$ cat src/rank_quantile_binner_core_defines.svh
// Assertion macros for the rank quantile binner core.
// Each macro expects signals named clk and rst_n in the enclosing scope.
`ifndef RANK_QUANTILE_BINNER_CORE_DEFINES_SVH
`define RANK_QUANTILE_BINNER_CORE_DEFINES_SVH

// Condition holds at every edge outside reset.
`define RQB_ASSERT_ALWAYS(lbl, c, msg) \
  lbl: assert property (@(posedge clk) disable iff (!rst_n) (c)) else $error(msg);

// Antecedent implies consequent in the same cycle.
`define RQB_ASSERT_IMPL(lbl, a, c, msg) \
  lbl: assert property (@(posedge clk) disable iff (!rst_n) (a) |-> (c)) else $error(msg);

// Antecedent implies consequent in the next cycle.
`define RQB_ASSERT_NEXT(lbl, a, c, msg) \
  lbl: assert property (@(posedge clk) disable iff (!rst_n) (a) |=> (c)) else $error(msg);

`endif

$ cat src/rqb_pkg.sv
// Shared types, codes and the float ordering key for the rank quantile binner.
// No dependencies; used by every module of the block.
package rqb_pkg;

  localparam int unsigned KEY_W  = 32;
  localparam int unsigned BINS_W = 9;
  localparam int unsigned BIN_W  = 8;
  localparam int unsigned Q_W    = 9;

  localparam logic [BINS_W-1:0] BINS_RESET = 9'd64;
  localparam logic [BINS_W-1:0] BINS_MAX   = 9'd256;
  localparam logic [BINS_W-1:0] BINS_MIN   = 9'd1;

  localparam logic [KEY_W-1:0] SIGN_MASK = {1'b1, {(KEY_W-1){1'b0}}};

  typedef enum logic [1:0] {
    ACT_CLEAR = 2'd0,
    ACT_LOAD  = 2'd1,
    ACT_QUERY = 2'd2
  } action_t;

  typedef struct packed {
    action_t            action;
    logic [KEY_W-1:0]   intensity;
  } in_t;

  typedef struct packed {
    logic [BIN_W-1:0]   bin;
    logic               set_empty;
    logic               overflowed;
  } out_t;

  // Control bits that travel with a query request down the pipeline.
  typedef struct packed {
    logic vld;
    logic empty;
    logic ovf;
  } tok_flags_t;

  // Map a float bit pattern to an unsigned key with the same ordering.
  function automatic logic [KEY_W-1:0] order_key(input logic [KEY_W-1:0] bits);
    logic [KEY_W-1:0] b;
    b = (bits == SIGN_MASK) ? '0 : bits;
    return b[KEY_W-1] ? ~b : (b | SIGN_MASK);
  endfunction

endpackage

$ cat src/rqb_div_cell.sv
// One quotient bit of the pipelined restoring divider behind the rank chain.
// Depends on rqb_pkg.
module rqb_div_cell #(
  parameter int unsigned CAPACITY = 1024,
  parameter int unsigned BIT      = 0
) (
  input  logic                                           clk,
  input  logic                                           rst_n,
  input  logic                                           adv,
  input  rqb_pkg::tok_flags_t                            in_flags,
  input  logic [$clog2(CAPACITY+1)+rqb_pkg::Q_W-1:0]     in_rem,
  input  logic [$clog2(CAPACITY+1)-1:0]                  in_cnt,
  input  logic [rqb_pkg::Q_W-1:0]                        in_q,
  output rqb_pkg::tok_flags_t                            out_flags,
  output logic [$clog2(CAPACITY+1)+rqb_pkg::Q_W-1:0]     out_rem,
  output logic [$clog2(CAPACITY+1)-1:0]                  out_cnt,
  output logic [rqb_pkg::Q_W-1:0]                        out_q
);

  localparam int unsigned CW = $clog2(CAPACITY+1);
  localparam int unsigned PW = CW + rqb_pkg::Q_W;

  rqb_pkg::tok_flags_t       flags_r;
  logic [PW-1:0]             rem_r;
  logic [CW-1:0]             cnt_r;
  logic [rqb_pkg::Q_W-1:0]   q_r;
  logic [PW-1:0]             dvs;
  logic                      ge;
  logic [PW-1:0]             rem_nxt;
  logic [rqb_pkg::Q_W-1:0]   q_nxt;

  assign dvs = PW'(in_cnt) << BIT;
  assign ge  = (in_rem >= dvs);

  always_comb begin
    rem_nxt = ge ? (in_rem - dvs) : in_rem;
    q_nxt      = in_q;
    q_nxt[BIT] = ge;
  end

  always_ff @(posedge clk) begin
    if (!rst_n) begin
      flags_r <= '0;
    end else if (adv) begin
      flags_r <= in_flags;
    end
  end

  always_ff @(posedge clk) begin
    if (adv) begin
      rem_r <= rem_nxt;
      cnt_r <= in_cnt;
      q_r   <= q_nxt;
    end
  end

  assign out_flags = flags_r;
  assign out_rem   = rem_r;
  assign out_cnt   = cnt_r;
  assign out_q     = q_r;

endmodule

$ cat config.mk
export PLATFORM = sky130hd
export DESIGN_NAME = rqb_div_cell
export DESIGN_NICKNAME = d
export VERILOG_FILES = /design/src/rank_quantile_binner_core_defines.svh /design/src/rqb_pkg.sv /design/src/rqb_div_cell.sv
export SDC_FILE = /design/constraint.sdc
export NUM_CORES = 1
export LEC_CHECK = 0
export ABC_CLOCK_PERIOD_IN_PS = 4700
export BUFFER_PORTS_ARGS = -buffer_cell sky130_fd_sc_hd__buf_4
export CAP_MARGIN = 25
export CELL_PAD_IN_SITES_DETAIL_PLACEMENT = 1
export CELL_PAD_IN_SITES_GLOBAL_PLACEMENT = 1
export CORE_MARGIN = 5
export CORE_UTILIZATION = 40
export CTS_CLUSTER_SIZE = 10
export DETAILED_ROUTE_END_ITERATION = 7
export PLACE_DENSITY = 0.9
export SETUP_SLACK_MARGIN = 0.3
export SYNTH_ARGS = -nofsm -noshare
export SYNTH_HDL_FRONTEND = slang
export SYNTH_SLANG_ARGS = --single-unit
$ cat constraint.sdc
create_clock -name clk -period 4.7 [get_ports clk]
set_input_delay 0 -clock clk [delete_from_list [all_inputs] [get_ports clk]]
set_output_delay 0 -clock clk [all_outputs]
set_load 0.01 [all_outputs]
==> impl_summary.md <==
Die
Pin placement for this block handled slightly below 90 I/O pins. The starting utilization of the core area is 0.406. The die covers 0.00710 mm². The core box area is between 0.005 and 0.006 mm². Measured along the y axis, the die boundary spans about 84 µm. In this run the horizontal extent of the chip is 84.3 µm. The cell row count is 27.

Synth
The post-synthesis async set-or-reset flop share is 0. Sorting the synthesized cells by how often they occur yields 40 x sky130_fd_sc_hd__edfxtp_1, 15 x sky130_fd_sc_hd__nor2_1, 13 x sky130_fd_sc_hd__inv_1. The net count after synthesis is 240. Ranked by total cell area, the synthesized netlist is headed by sky130_fd_sc_hd__edfxtp_1 54%, sky130_fd_sc_hd__ha_1 6.2%, sky130_fd_sc_hd__xor2_1 3.6%. For this run, the number of Yosys warnings is 0. The number of synthesized flops with an enable pin is 40. The post-synthesis register bit count is 43. Yosys mapped the design onto 42 distinct sky130hd cell types. The most common cell in the synthesized netlist is sky130_fd_sc_hd__edfxtp_1.

In this run the mean area of a mapped cell was 12.1 µm². The proportion of netlist area held by the largest area contributor is 0.544. Among all flip-flop cells after synthesis, the most frequent one is sky130_fd_sc_hd__edfxtp_1. The cell count after synthesis is between 150 and 200.

The share of the yosys chip area belonging to registers is 0.571. The synthesized design spends more area on one cell type than any other, namely sky130_fd_sc_hd__edfxtp_1. The mapped cell area is approximately 0.0022 mm².

Routing
The DRC violation count after routing is 0. The number of DRC markers in iteration 0 is 63. After detailed routing, the average wire length per cell comes to 17.4 µm.

The via-per-instance ratio is between 5 and 6. The first TritonRoute pass finished after 4 iterations. The total routed wirelength is between 6 and 7 mm. Once detail routing completed, the nets flagged for antenna violations numbered 0. The number of vias in the routed layout is ~1.9k.

Timing
On the final layout, the worst hold slack is 14.1 ps. Of the available clock period, the critical path in the final layout requires 0.605. The worst max-slew margin expressed relative to the limit is 0.493.

The final period demand of the worst path is approximately 2800 ps. The count of pins over their slew limit is 0. Between clock sinks in the finished design, the worst skew comes to 0 ps.

The hold violation total from the final report came to 0. For the final routed database, the setup TNS stands at 0 ps. Timing would allow up to 352 MHz. Setup repair after global routing left no endpoint under its margin.

For the pin with the worst max-slew slack, the measured transition is 759 ps. Setup violations remaining at the end of the flow were counted as 0.

Layout
The finished cells cover 0.00330 mm². Compared with the post-synthesis result, the final layout area differs by 49.7%. The proportion of layout cells with a drive suffix above 1 is 0.337. The final layout net count is between 300 and 400.

The total of fill cells in the finished design is 590.

CTS
Gates resized during post-CTS repair numbered 0. The clock latency on the worst-skew pair is between 200 and 300 ps. The clock-pin transition on the worst setup and hold timing paths is roughly 80 ps. The count of buffers added by post-CTS timing repair for setup is 0. Counting the buffers created by CTS gives 5.

In this run the number of H-tree levels came out at 2. The clock drives 43 sinks. The cell chosen for the clock root is sky130_fd_sc_hd__clkbuf_8. No sink is reached through more buffers than the 2 on the longest clock path.

The CTS tree is done. Buffers inserted to repair hold after CTS numbered 24.

Critical path
The critical path class is primary input to flop. The most repeated library cell on the critical path is sky130_fd_sc_hd__o21ai_0. Among cell families on the critical path, the largest total delay comes from compound AO/OA/AOI/OAI gates. The largest single stage delay on the critical path is around 750 ps. For this design, the slowest cell found on the critical path is sky130_fd_sc_hd__a211oi_4.

The worst setup path is launched from a primary input. STA puts the critical path data arrival time at approximately 2900 ps. For the worst setup path, the data required time is approximately 4700 ps.

The signal on the critical path passes through dlygate4sd3_1, buf_4, inv_1, ha_1, a21oi_1, o21ai_0, a211oi_4, inv_2, nand3_1, o21ai_0. STA classifies the critical path endpoint as a flop. The buffering stage count on the worst path with inverters included is 4. Along the worst path, the maximum fanout reaches 17.

Placed design
The final weighted congestion in routability-driven placement is between 0.8 and 0.9. In this run the tool buffered the top-level ports with 87 buffer cells. Summing all placed instances gives a cell area of slightly below 0.003 mm². The sum of net half-perimeters after detailed placement is approximately 4.3 mm.

Power and ir drop
The switching share of power is 0.251. In this run the static leakage power is 1.45 nW. The internal portion of total power is approximately 0.00076 W.

The maximum vdd ir drop is between 0.1 and 0.15 mV. Power spread over the standard cell area amounts to between 300 and 400 mW/mm². The clock share of power is 0.295.

For this design the total switching power over the nets is ~0.00025 W. The share of power burned in registers is 0.469. The fraction of power consumed by combinational cells is 0.235.

Run status
The run finished with clean final reports.

Job
The max capacitance violation total is 0.

GRT
The initial antenna violation count came to 1. The via count of the first global-routing pass is approximately 2.1k. For this run, the total global-route usage over all layers was measured as 0.185.

Entering global routing, the biggest net connects 44 pins. After global routing the overflow that remains totals 0. The first global-routing pass estimated approximately 10 mm of wire.

Min path
The worst min-delay path category is primary input to flop.
-- area by class of cell --
type / instances / area, µm² / area share
clock buffers: 6 / 82.6 / 0.0250
flip-flops and latches: 43 / 1260 / 0.382
diodes: 1 / 2.50 / 0.000757
multi-input cells: 123 / 877 / 0.265
clock inverters: 2 / 35.0 / 0.0106
inverters: 14 / 52.6 / 0.0159
repair buffers: 112 / 903 / 0.273
well taps: 72 / 90.1 / 0.0273
-- power by group through the flow --
stage	sequential, W	clock, W	combinational [W]
after floorplan	0.000503	0	0.0000783
after global placement	0.000481	0	0.000208
after detailed placement	0.000482	0	0.000217
after CTS	0.000474	0.000307	0.000238
after global routing	0.000479	0.000324	0.000258
final	0.000474	0.000299	0.000238
-- worst register-to-register path: stages (launching register included) --
cell	delay (ps)
sky130_fd_sc_hd__dfxtp_1	330
sky130_fd_sc_hd__mux2i_1	130
sky130_fd_sc_hd__nor2b_1	60
sky130_fd_sc_hd__dlygate4sd3_1	540
-- registers in the layout, indices dropped and copies added, names as in the netlist --
name	cells
out_rem	20
out_flags	3
out_cnt	11
out_q	9
-- kinds of logic (layout without fill, tap and decap cells) --
logic type / count (synthesis) / after routing / synth area share
compound gates: 39 / 39 / 0.117
xor+xnor: 14 / 14 / 0.0556
fa+ha+maj: 12 / 12 / 0.0714
buf+inv: 16 / 134 / 0.0312
flops: 43 / 43 / 0.571
mux: 3 / 3 / 0.0136
other cells: 0 / 1 / 0
simple gates: 55 / 55 / 0.139
-- cells in the final DEF (no fill, tap or decap), types with 3 or more instances in the layout --
master                          synthesis  layout
sky130_fd_sc_hd__dlygate4sd3_1          0      25
sky130_fd_sc_hd__ha_1                  11      11
sky130_fd_sc_hd__nand2b_1               4       4
sky130_fd_sc_hd__a21o_1                 3       3
sky130_fd_sc_hd__nor2_1                15      15
sky130_fd_sc_hd__edfxtp_1              40      40
sky130_fd_sc_hd__o21ai_0               10      10
sky130_fd_sc_hd__inv_1                 13      13
sky130_fd_sc_hd__dfxtp_1                3       3
sky130_fd_sc_hd__clkbuf_8               0       6
sky130_fd_sc_hd__buf_4                  0      87
sky130_fd_sc_hd__nand3_1                4       4
sky130_fd_sc_hd__nand2_1               11      11
sky130_fd_sc_hd__a21oi_1               10      10
sky130_fd_sc_hd__a211oi_1               3       3
sky130_fd_sc_hd__mux2i_1                3       3
sky130_fd_sc_hd__xnor2_1                5       5
sky130_fd_sc_hd__nor3_1                 3       3
sky130_fd_sc_hd__xor2_1                 9       9
sky130_fd_sc_hd__nor2b_1                4       4
-- layer usage --
metal,part of all wire,vias up,track usage
met3,0.056,21,0.0451
met2,0.54,69,0.339
li1,-,906,-
met5,0,-,0
met4,0.029,0,0.0906
met1,0.37,906,0.196
-- per-stage QoR --
stage	utilization	total power [W]	setup slack, ps	instances
floorplan	-	0.000581	2700	182
global placement	0.539	0.000689	2050	339
detailed placement	0.539	0.000699	2020	339
CTS	0.605	0.00102	1880	371
global route	0.608	0.00106	1600	373
finish	0.608	0.00101	1860	373
-- path summary, 6_finish.rpt --
path,startpoint,endpoint,slack [ps],cells past startpoint
worst min-delay path,in_rem[3],out_rem[3],10,3
worst max-delay path,in_cnt[7],out_rem[10],1860,10
worst max register to register,out_flags[1],out_flags[1],3530,3
worst min register to register,out_flags[2],out_flags[2],550,2
(Power assumes the default switching activity.)
