## src/rank_quantile_binner_core_defines.svh

```systemverilog
// Assertion macros for the rank quantile binner core.
// Each macro expects signals named clk and rst_n in the enclosing scope.
`ifndef RANK_QUANTILE_BINNER_CORE_DEFINES_SVH
`define RANK_QUANTILE_BINNER_CORE_DEFINES_SVH

// Condition holds at every edge outside reset.
`define RQB_ASSERT_ALWAYS(lbl, c, msg) \
  lbl: assert property (@(posedge clk) disable iff (!rst_n) (c)) else $error(msg);

// Antecedent implies consequent in the same cycle.
`define RQB_ASSERT_IMPL(lbl, a, c, msg) \
  lbl: assert property (@(posedge clk) disable iff (!rst_n) (a) |-> (c)) else $error(msg);

// Antecedent implies consequent in the next cycle.
`define RQB_ASSERT_NEXT(lbl, a, c, msg) \
  lbl: assert property (@(posedge clk) disable iff (!rst_n) (a) |=> (c)) else $error(msg);

`endif

```

## src/rqb_pkg.sv

```systemverilog
// Shared types, codes and the float ordering key for the rank quantile binner.
// No dependencies; used by every module of the block.
package rqb_pkg;

  localparam int unsigned KEY_W  = 32;
  localparam int unsigned BINS_W = 9;
  localparam int unsigned BIN_W  = 8;
  localparam int unsigned Q_W    = 9;

  localparam logic [BINS_W-1:0] BINS_RESET = 9'd64;
  localparam logic [BINS_W-1:0] BINS_MAX   = 9'd256;
  localparam logic [BINS_W-1:0] BINS_MIN   = 9'd1;

  localparam logic [KEY_W-1:0] SIGN_MASK = {1'b1, {(KEY_W-1){1'b0}}};

  typedef enum logic [1:0] {
    ACT_CLEAR = 2'd0,
    ACT_LOAD  = 2'd1,
    ACT_QUERY = 2'd2
  } action_t;

  typedef struct packed {
    action_t            action;
    logic [KEY_W-1:0]   intensity;
  } in_t;

  typedef struct packed {
    logic [BIN_W-1:0]   bin;
    logic               set_empty;
    logic               overflowed;
  } out_t;

  // Control bits that travel with a query request down the pipeline.
  typedef struct packed {
    logic vld;
    logic empty;
    logic ovf;
  } tok_flags_t;

  // Map a float bit pattern to an unsigned key with the same ordering.
  function automatic logic [KEY_W-1:0] order_key(input logic [KEY_W-1:0] bits);
    logic [KEY_W-1:0] b;
    b = (bits == SIGN_MASK) ? '0 : bits;
    return b[KEY_W-1] ? ~b : (b | SIGN_MASK);
  endfunction

endpackage

```

## src/rqb_cell.sv

```systemverilog
// One storage cell of the rank chain: holds one ordering key and adds its
// less-than vote to the passing query. Depends on rqb_pkg.
module rqb_cell #(
  parameter int unsigned CAPACITY = 1024,
  parameter int unsigned IDX      = 0
) (
  input  logic                             clk,
  input  logic                             rst_n,
  input  logic                             adv,
  input  logic                             wr_en,
  input  logic [$clog2(CAPACITY+1)-1:0]    wr_idx,
  input  logic [rqb_pkg::KEY_W-1:0]        wr_key,
  input  rqb_pkg::tok_flags_t              in_flags,
  input  logic [rqb_pkg::KEY_W-1:0]        in_key,
  input  logic [$clog2(CAPACITY+1)-1:0]    in_cnt,
  input  logic [$clog2(CAPACITY+1)-1:0]    in_rank,
  output rqb_pkg::tok_flags_t              out_flags,
  output logic [rqb_pkg::KEY_W-1:0]        out_key,
  output logic [$clog2(CAPACITY+1)-1:0]    out_cnt,
  output logic [$clog2(CAPACITY+1)-1:0]    out_rank
);

  localparam int unsigned CW = $clog2(CAPACITY+1);
  localparam logic [CW-1:0] IDX_C = CW'(IDX);

  logic [rqb_pkg::KEY_W-1:0] val_r;
  rqb_pkg::tok_flags_t       flags_r;
  logic [rqb_pkg::KEY_W-1:0] key_r;
  logic [CW-1:0]             cnt_r;
  logic [CW-1:0]             rank_r;
  logic                      hit;
  logic [CW-1:0]             rank_nxt;

  // Count only entries below the fill level seen at query time.
  assign hit      = (in_cnt > IDX_C) && (val_r < in_key);
  assign rank_nxt = in_rank + {{(CW-1){1'b0}}, hit};

  always_ff @(posedge clk) begin
    if (wr_en && (wr_idx == IDX_C)) begin
      val_r <= wr_key;
    end
  end

  always_ff @(posedge clk) begin
    if (!rst_n) begin
      flags_r <= '0;
    end else if (adv) begin
      flags_r <= in_flags;
    end
  end

  always_ff @(posedge clk) begin
    if (adv) begin
      key_r  <= in_key;
      cnt_r  <= in_cnt;
      rank_r <= rank_nxt;
    end
  end

  assign out_flags = flags_r;
  assign out_key   = key_r;
  assign out_cnt   = cnt_r;
  assign out_rank  = rank_r;

endmodule

```

## config.mk

```make
export PLATFORM = sky130hd
export DESIGN_NAME = rqb_cell
export DESIGN_NICKNAME = d
export VERILOG_FILES = /design/src/rank_quantile_binner_core_defines.svh /design/src/rqb_pkg.sv /design/src/rqb_cell.sv
export SDC_FILE = /design/constraint.sdc
export NUM_CORES = 1
export LEC_CHECK = 0
export BUFFER_PORTS_ARGS = -buffer_cell sky130_fd_sc_hd__buf_2
export CAP_MARGIN = 20
export CORE_AREA = 2 2 78 155
export CTS_CLUSTER_DIAMETER = 80
export DETAILED_ROUTE_END_ITERATION = 6
export DIE_AREA = 0 0 80 157
export PLACE_DENSITY = 0.56
export SLEW_MARGIN = 15
export SYNTH_ARGS = -nofsm -noshare
export SYNTH_HDL_FRONTEND = slang
export SYNTH_SLANG_ARGS = --single-unit
export TNS_END_PERCENT = 5
```

## constraint.sdc

```tcl
create_clock -name clk -period 3.7 [get_ports clk]
set_clock_uncertainty 0.15 [all_clocks]
set_input_delay 0 -clock clk [delete_from_list [all_inputs] [get_ports clk]]
set_output_delay 0 -clock clk [all_outputs]
set_load 0.005 [all_outputs]
```

==> results.sh, run 1 <==
export IMPL_post_drt_wl_per_cell_um=13.5
export IMPL_fin_crit_ns=3.44
export IMPL_core_area_um2=11300
export IMPL_tns_ns=0
export IMPL_r2r_start="val_r[21]"
export IMPL_seq_area_frac_synth_pct=71.5
export IMPL_syn_num_nets=371
export IMPL_die_w_um=80
export IMPL_drtAntennaViolNets=0
export IMPL_power_density_nw_per_um2=380
export IMPL_worstMarginPinSlew_ns=0.768
export IMPL_slew_headroom_pct=48.8
export IMPL_wl_um=8770
export IMPL_synth_flop_cell="edfxtp_1"
export IMPL_yosys_top_cells_count="86 x edfxtp_1, 33 x ha_1, 31 x inv_1"
export IMPL_fill_cells=998
export IMPL_dp_worst_setup_slack_ns=0.725
export IMPL_initial_core_util_pct=32.7
export IMPL_die_h_um=157
export IMPL_fmax_ghz=0.291
export IMPL_crit_slowest_cell="dlygate4sd3_1"
export IMPL_viasPerCell=4.37
export IMPL_num_vias=2837
export IMPL_cp_end_kind="flop"
export IMPL_finalNetCount=639
export IMPL_drt_initial_drc_count=70
export IMPL_synth_edf_count=86
export IMPL_post_route_period_util_pct=93.0
export IMPL_synth_distinct_cells=31
export IMPL_ys_warnings_count=0
export IMPL_synth_async_reset_ratio_pct=0
export IMPL_grt_max_degree=38
export IMPL_cp_slowest_stage_delay_ns=0.56
export IMPL_ir_drop_v=0.000212
export IMPL_synth_most_common_cell="edfxtp_1"
export IMPL_hold_violations=0
export IMPL_syn_area_um2=3700
export IMPL_synth_cells=234
export IMPL_drive_above_1_share_pct=35.5
export IMPL_syn_avg_cell_area_um2=15.8
export IMPL_areaGrowthSynthToFinish_pct=60.1
export IMPL_insertion_delay_ns=0.33
export IMPL_drv_slew=0
export IMPL_die_area_um2=12600
export IMPL_clock_sinks=89
export IMPL_cp_common_cell="ha_1"
export IMPL_gr_total_overflow=0
export IMPL_place_congestion=0.737
export IMPL_critPathLaunch="val_r[21]"
export IMPL_root_buffer="clkbuf_16"
export IMPL_p_leak_nw=2.63
export IMPL_synth_top_area_share_pct=69.9
export IMPL_htree_num_levels=3
export IMPL_yosys_area_top_type="edfxtp_1"
export IMPL_port_buffers=160
export IMPL_clock_path_buffers=2
export IMPL_max_cap_viol_count=0
export IMPL_start_kind="flop"
export IMPL_drt_drc_violations_left=0
export IMPL_dr_pass1_iters=4
export IMPL_crit_required_ns=3.62
export IMPL_diodes=0
export IMPL_tritoncts="built"
export IMPL_critPathKind="reg -> reg"
export IMPL_placed_cell_area_um2=4680
export IMPL_hold_start="adv"
export IMPL_hpwlAfterDp_um=6370
export IMPL_antenna_found_initial=0
export IMPL_fin_util_pct=52.4
export IMPL_rows=55
export IMPL_whs_ns=0.0203
export IMPL_path_cells="ha_1 > a21o_1 > a21o_1 > a21oi_1 > o2111ai_1 > o21ai_1 > ha_1 > ha_1 > and3_1 > nand3_1 > xnor2_1 > dlygate4sd3_1"
export IMPL_synth_seq_cells=89
export IMPL_yosys_top_cells_area="edfxtp_1 70%, ha_1 11%, inv_1 3.1%"
export IMPL_track_usage_pct=14.2
export IMPL_critical_path_top_delay_family="compound AO/OA/AOI/OAI gates"
export IMPL_hold_class="in -> reg"
export IMPL_rsz0062_at_grt="false"
export IMPL_timing_final_ws_setup_ns=0.260
export IMPL_clk_pin_slew_ns=0.06
export IMPL_numCtsBuffers=9
export IMPL_grt_pass1_wl_um=13500
export IMPL_arrival_ns=3.36
export IMPL_grt_pass1_vias=3145
export IMPL_cp_num_buf_inv=1
export IMPL_io_pins=161
export IMPL_status="finished clean"
export IMPL_critPathMaxFanout=4
export IMPL_setup_violations_final=0
export IMPL_stdcell_area_um2=5920
-- per-stage QoR --
stage | power [W] | std cells
after floorplan | 0.00125 | 234
after global placement | 0.00138 | 537
after detailed placement | 0.00139 | 537
after CTS | 0.00229 | 649
after global routing | 0.00235 | 649
final | 0.00225 | 649
-- power by group --
part	switching (W)	internal, W
Combinational	0.000109	0.000165
Sequential	0.0000112	0.00116
Clock	0.000353	0.000449
-- worst paths after layout --
check,to,slack (ns),depth (start not counted)
max,out_rank[10],0.26,12
min,out_cnt[8],0.02,1
max reg2reg,out_rank[10],0.26,12
min reg2reg,out_flags[2],0.37,2
-- per-layer routing --
layer	wire length, um	vias to the layer above	track usage, %
met4	182	0	5.65
met1	2940	1312	12.5
met2	5180	103	29.1
li1	-	1412	-
met3	473	10	3.27
met5	0	-	0
-- state kept, by name, indices dropped and copies added, names as in the netlist --
| name | cells |
|---|---|
| out_cnt | 11 |
| out_flags | 3 |
| out_key | 32 |
| out_rank | 11 |
| val_r | 32 |
-- cell type report --
type / count / area, um2 / area share (%)
timing repair buffer: 257 / 1770 / 29.9
tap: 142 / 178 / 3.00
sequential: 89 / 2640 / 44.7
multi-input combinational: 114 / 948 / 16.0
clock buffer: 10 / 229 / 3.87
clock inverter: 6 / 35.0 / 0.592
inverter: 31 / 116 / 1.97
-- cells by family (layout without fill, tap and decap cells) --
logic type / count (synthesis) / count (layout) / synth area share, %
compound gates: 30 / 30 / 5.08
flops: 89 / 89 / 71.5
xor+xnor: 9 / 9 / 2.13
mux: 3 / 3 / 0.812
simple gates: 39 / 39 / 6.16
fa+ha+maj: 33 / 33 / 11.2
buf+inv: 31 / 304 / 3.15
-- timing repair --
item / CTS / global route
hold endpoints to repair: 89 / 0
buffers inserted: 0 / 0
gates resized for setup: 0 / 2
hold buffers: 96 / 0
setup endpoints to repair: 0 / 2
-- placed cells by master (no fill, tap or decap), drive strengths merged --
cell / count
a31oi: 2
xor2: 2
o22ai: 1
clkinvlp: 3
nor2b: 3
mux2i: 3
nand4: 3
dlygate4sd3: 96
nor2: 3
a21o: 6
a2111o: 1
xnor2: 7
ha: 33
clkbuf: 10
nand3: 5
clkinv: 3
nand3b: 1
and3: 4
nand2b: 2
edfxtp: 86
o2111ai: 1
a21oi: 11
nand2: 8
nor4b: 1
dfxtp: 3
a211oi: 2
nor4: 4
nor3: 1
o21ai: 5
buf: 161
inv: 31
or2: 1
a31o: 1
and4: 3
No activity file was read; power rests on OpenSTA's default activity.
==> inputs of run 2 (changes only) <==
Settings changed: HOLD_SLACK_MARGIN set to 0.1.
==> run 2 against run 1 <==
Final cell count rose by 0.46%. Fmax fell by 0.14%. Largest power group unchanged. Clock-buffer cell count did not move.
==> results.sh, run 2 (synthesized netlist as in run 1, its figures left out) <==
export IMPL_dr_pass1_iters=4
export IMPL_reg2reg_depth=12
export IMPL_root_buffer="clkbuf_16"
export IMPL_whs_path_depth=2
export IMPL_port_buffers=160
export IMPL_grt_max_degree=38
export IMPL_final_cell_mix="160 x buf_2, 99 x dlygate4sd3_1, 86 x edfxtp_1, 33 x ha_1, 31 x inv_1"
export IMPL_cp_slowest_stage_delay_ns=0.56
export IMPL_place_congestion=0.737
export IMPL_clk_pin_slew_ns=0.06
export IMPL_die_w_um=80
export IMPL_worstMarginPinSlew_ns=0.768
export IMPL_fmax_ghz=0.290
export IMPL_fin_crit_ns=3.45
export IMPL_gr_total_overflow=0
export IMPL_track_usage_pct=14.2
export IMPL_critical_path_top_delay_family="compound AO/OA/AOI/OAI gates"
export IMPL_cp_common_cell="ha_1"
export IMPL_rows=55
export IMPL_setup_violations_final=0
export IMPL_post_drt_wl_per_cell_um=13.4
export IMPL_finalNetCount=642
export IMPL_fill_cells=996
export IMPL_hold_class="in -> reg"
export IMPL_cp_end_kind="flop"
export IMPL_wl_um=8760
export IMPL_slew_headroom_pct=48.8
export IMPL_crit_slowest_cell="dlygate4sd3_1"
export IMPL_initial_core_util_pct=32.7
export IMPL_areaGrowthSynthToFinish_pct=60.9
export IMPL_p_leak_nw=2.64
export IMPL_mostFrequentLayoutCell="buf_2"
export IMPL_status="finished clean"
export IMPL_antenna_found_initial=0
export IMPL_post_route_period_util_pct=93.1
export IMPL_drtAntennaViolNets=0
export IMPL_ir_drop_v=0.000212
export IMPL_grt_pass1_vias=3150
export IMPL_die_h_um=157
export IMPL_power_density_nw_per_um2=378
export IMPL_io_pins=161
export IMPL_tritoncts="built"
export IMPL_rsz0062_at_grt="false"
export IMPL_timing_final_ws_setup_ns=0.255
export IMPL_critPathKind="reg -> reg"
export IMPL_path_cells="ha_1 > a21o_1 > a21o_1 > a21oi_1 > o2111ai_1 > o21ai_1 > ha_1 > ha_1 > and3_1 > nand3_1 > xnor2_1 > dlygate4sd3_1"
export IMPL_hpwlAfterDp_um=6370
export IMPL_diodes=0
export IMPL_arrival_ns=3.36
export IMPL_start_kind="flop"
export IMPL_insertion_delay_ns=0.33
export IMPL_hold_violations=0
export IMPL_num_vias=2847
export IMPL_max_cap_viol_count=0
export IMPL_cp_depth=12
export IMPL_cp_num_buf_inv=1
export IMPL_core_area_um2=11300
export IMPL_die_area_um2=12600
export IMPL_grt_pass1_wl_um=13500
export IMPL_htree_num_levels=3
export IMPL_numCtsBuffers=9
export IMPL_multi_input_area_um2=948
export IMPL_drt_drc_violations_left=0
export IMPL_clock_path_buffers=2
export IMPL_drv_slew=0
export IMPL_crit_required_ns=3.62
export IMPL_critPathMaxFanout=4
export IMPL_drive_above_1_share_pct=35.3
export IMPL_regArea_um2=2640
export IMPL_dp_worst_setup_slack_ns=0.725
export IMPL_clock_sinks=89
export IMPL_viasPerCell=4.37
export IMPL_tns_ns=0
export IMPL_drt_initial_drc_count=94
run 2: cell types whose count changed in the layout (fill, tap and decap cells not counted):
cell,before,now
dlygate4sd3_1,96,99
run 2: worst paths after layout:
path                                      to  slack [ns]          from
worst max register to register  out_rank[10]        0.25     val_r[21]
worst min register to register  out_flags[2]        0.37  out_flags[2]
worst min-delay path                val_r[1]        0.23     wr_key[1]
worst max-delay path            out_rank[10]        0.25     val_r[21]
run 2: timing repair:
action	CTS	global route
setup endpoints to repair	0	2
endpoints found under the hold margin	106	0
resized for setup	0	2
hold buffers	99	0
buffers inserted	0	0
run 2: per-stage QoR:
| stage | hold slack, ns | std cells | cell area (um2) | total power, W | utilization, % |
|---|---|---|---|---|---|
| floorplan | -0.0511 | 234 | 3700 | 0.00125 | - |
| global placement | 0.0275 | 537 | 4680 | 0.00138 | 41.5 |
| detailed placement | 0.0289 | 537 | 4680 | 0.00139 | 41.5 |
| CTS | 0.211 | 652 | 5940 | 0.00229 | 52.6 |
| global route | 0.214 | 652 | 5950 | 0.00236 | 52.7 |
| finish | 0.225 | 652 | 5950 | 0.00225 | 52.7 |
run 2: final cells by class:
type / count / share of cell area, %
Clock buffer: 10 / 3.85
Clock inverter: 6 / 0.589
Inverter: 31 / 1.96
Multi-Input combinational cell: 114 / 15.9
Sequential cell: 89 / 44.4
Tap cell: 142 / 2.99
Timing Repair Buffer: 260 / 30.2
run 2: layer usage:
layer / part of all wire [%] / GRT usage (%)
met5: 0 / 0
met3: 5.4 / 3.27
met1: 34 / 12.6
met2: 59 / 29.0
met4: 2.1 / 5.65
run 2: power by group:
part | switching (W) | internal (W) | leakage, nW
clock | 0.000353 | 0.000449 | 0.120
combinational | 0.000110 | 0.000168 | 1.68
sequential | 0.0000111 | 0.00116 | 0.841
==> inputs of run 3 (changes only) <==
Settings changed: ABC_AREA set to 1, CORE_AREA 2 2 78 155 to 2 2 79 156, DIE_AREA 0 0 80 157 to 0 0 81 158.
==> run 3 against run 2 <==
Sequential share of layout area fell by 1.2 points. Final cell count grew 6.3%. Fmax is 0.57% lower. Routed wire length increased by 4.0%. Largest power group unchanged. Non-clock buffer count up 2. Highest routed layer unchanged. Total power grew 5.0%. Largest cell class unchanged. Via count up 5.7%.
==> results.sh, run 3 <==
export IMPL_fin_util_pct=52.5
export IMPL_whs_ns=0.109
export IMPL_synth_distinct_cells=20
export IMPL_cp_num_buf_inv=3
export IMPL_fin_crit_ns=3.46
export IMPL_syn_num_nets=407
export IMPL_viasPerCell=4.34
export IMPL_crit_required_ns=3.76
export IMPL_synth_cells=270
export IMPL_synth_edf_count=86
export IMPL_fmax_ghz=0.289
export IMPL_syn_avg_cell_area_um2=13.9
export IMPL_antenna_found_initial=0
export IMPL_synth_most_common_cell="edfxtp_1"
export IMPL_drive_above_1_share_pct=34.9
export IMPL_yosys_top_cells_count="86 x edfxtp_1, 43 x inv_1, 33 x ha_1"
export IMPL_gr_total_overflow=0
export IMPL_final_cell_mix="160 x buf_2, 100 x dlygate4sd3_1, 86 x edfxtp_1, 43 x inv_1, 31 x nand2_1"
export IMPL_hpwlAfterDp_um=6230
export IMPL_max_cap_viol_count=0
export IMPL_crit_slowest_cell="dlygate4sd3_1"
export IMPL_ys_warnings_count=0
export IMPL_htree_num_levels=3
export IMPL_power_density_nw_per_um2=387
export IMPL_grt_pass1_wl_um=13900
export IMPL_hold_start="adv"
export IMPL_yosys_top_cells_area="edfxtp_1 69%, ha_1 11%, inv_1 4.3%"
export IMPL_die_w_um=81
export IMPL_critPathMaxFanout=3
export IMPL_rows=56
export IMPL_areaGrowthSynthToFinish_pct=63.0
export IMPL_synth_seq_cells=89
export IMPL_clock_path_buffers=2
export IMPL_core_area_um2=11600
export IMPL_hold_class="in -> reg"
export IMPL_diodes=0
export IMPL_placed_cell_area_um2=4760
export IMPL_port_buffers=160
export IMPL_synth_flop_cell="edfxtp_1"
export IMPL_critical_path_top_delay_family="buffers and inverters"
export IMPL_drv_slew=0
export IMPL_dr_pass1_iters=4
export IMPL_arrival_ns=3.52
export IMPL_track_usage_pct=14.6
export IMPL_syn_area_um2=3750
export IMPL_synth_async_reset_ratio_pct=0
export IMPL_cp_common_cell="nor2_1"
export IMPL_hold_violations=0
export IMPL_start_kind="flop"
export IMPL_drt_initial_drc_count=67
export IMPL_path_cells="ha_4 > nand2_1 > inv_1 > nor2_1 > o21a_1 > o21ai_0 > nor2_1 > nand2_1 > a21oi_2 > ha_2 > ha_4 > nand3_4 > nor2_4 > a21oi_1 > dlygate4sd3_1 > nor2_1 > dlygate4sd3_1"
export IMPL_ir_drop_v=0.000219
export IMPL_rsz0062_at_grt="false"
export IMPL_grt_max_degree=33
export IMPL_io_pins=161
export IMPL_swShare_pct=21.6
export IMPL_tritoncts="built"
export IMPL_initial_core_util_pct=32.2
export IMPL_clk_pin_slew_ns=0.07
export IMPL_die_h_um=158
export IMPL_yosys_area_top_type="edfxtp_1"
export IMPL_stdcell_area_um2=6110
export IMPL_seq_area_frac_synth_pct=70.5
export IMPL_p_int_w=0.00185
export IMPL_drtAntennaViolNets=0
export IMPL_seq_power_share_pct=49.6
export IMPL_die_area_um2=12800
export IMPL_r2r_start="val_r[31]"
export IMPL_grt_pass1_vias=3175
export IMPL_cp_end_kind="flop"
export IMPL_insertion_delay_ns=0.34
export IMPL_p_leak_nw=2.74
export IMPL_power_switching_w=0.000511
export IMPL_slew_headroom_pct=52.6
export IMPL_tns_ns=0
export IMPL_critPathLaunch="val_r[31]"
export IMPL_post_drt_wl_per_cell_um=13.1
export IMPL_setup_violations_final=0
export IMPL_p_clk_share_pct=38.5
export IMPL_worstMarginPinSlew_ns=0.710
export IMPL_comb_power_share_pct=11.9
export IMPL_clock_sinks=89
export IMPL_postCtsSetupBuffers=0
export IMPL_num_vias=3008
export IMPL_power_w=0.00236
export IMPL_mostFrequentLayoutCell="buf_2"
export IMPL_drt_drc_violations_left=0
export IMPL_root_buffer="clkbuf_16"
export IMPL_numCtsBuffers=9
export IMPL_synth_top_area_share_pct=68.9
export IMPL_post_route_period_util_pct=93.6
export IMPL_place_congestion=0.723
export IMPL_finalNetCount=680
export IMPL_status="finished clean"
export IMPL_wl_um=9110
export IMPL_cp_slowest_stage_delay_ns=0.56
export IMPL_critPathKind="reg -> reg"
## run 3: layer usage
metal,up-vias,track usage (%),wire (um)
li1,1495,-,-
met1,1404,13.1,2990
met2,100,29.8,5480
met3,9,3.36,511
met4,0,5.41,131
met5,-,0,0
## run 3: area by class of cell
cell class	count	area, um2
inverter	43	161
clock inverter	6	67.6
tap	145	181
timing repair buffer	262	1820
clock buffer	10	229
multi-input combinational	138	1010
sequential	89	2640
fill	1043	5520
## run 3: power by group through the flow
stage | logic (W) | registers (W) | clock network (W)
after detailed placement | 0.000195 | 0.00119 | 0
after global routing | 0.000315 | 0.00118 | 0.000983
after CTS | 0.000279 | 0.00117 | 0.000941
after floorplan | 0.0000488 | 0.00120 | 0
after global placement | 0.000189 | 0.00119 | 0
final | 0.000282 | 0.00117 | 0.000910
## run 3: worst reg2reg max path: stages, from the launching register on
cell	delay, ns
edfxtp_1	0.41
ha_4	0.24
nand2_1	0.06
inv_1	0.03
nor2_1	0.08
o21a_1	0.12
o21ai_0	0.08
nor2_1	0.16
nand2_1	0.08
a21oi_2	0.10
ha_2	0.22
ha_4	0.16
nand3_4	0.08
nor2_4	0.09
a21oi_1	0.06
dlygate4sd3_1	0.56
nor2_1	0.10
dlygate4sd3_1	0.54
## run 3: logic make-up after synthesis
group / after synthesis / synth area share (%)
flops: 89 / 70.5
simple gates: 72 / 8.91
buf+inv: 43 / 4.31
fa+ha+maj: 33 / 11.0
compound gates: 26 / 3.61
xor+xnor: 7 / 1.64
## run 3: through the flow
step | cells | setup WS (ns)
2_1_floorplan | 270 | 0.996
3_3_place_gp | 577 | 0.866
3_5_place_dp | 577 | 0.821
4_1_cts | 693 | 0.0832
5_1_grt | 693 | 0.00231
6_report | 693 | 0.235
## run 3: repair_timing
| item | 4_1_cts | 5_1_grt |
|---|---|---|
| setup endpoints to repair | 0 | 1 |
| gates resized for setup | 0 | 9 |
| hold buffers | 100 | 0 |
| hold endpoints to repair | 89 | 0 |
## run 3: final timing paths
| check | end | slack (ns) | cells after the start |
|---|---|---|---|
| worst max-delay path | out_rank[6] | 0.24 | 17 |
| worst min-delay path | out_cnt[10] | 0.11 | 1 |
| worst max register to register | out_rank[6] | 0.24 | 17 |
| worst min register to register | out_rank[0] | 0.86 | 5 |
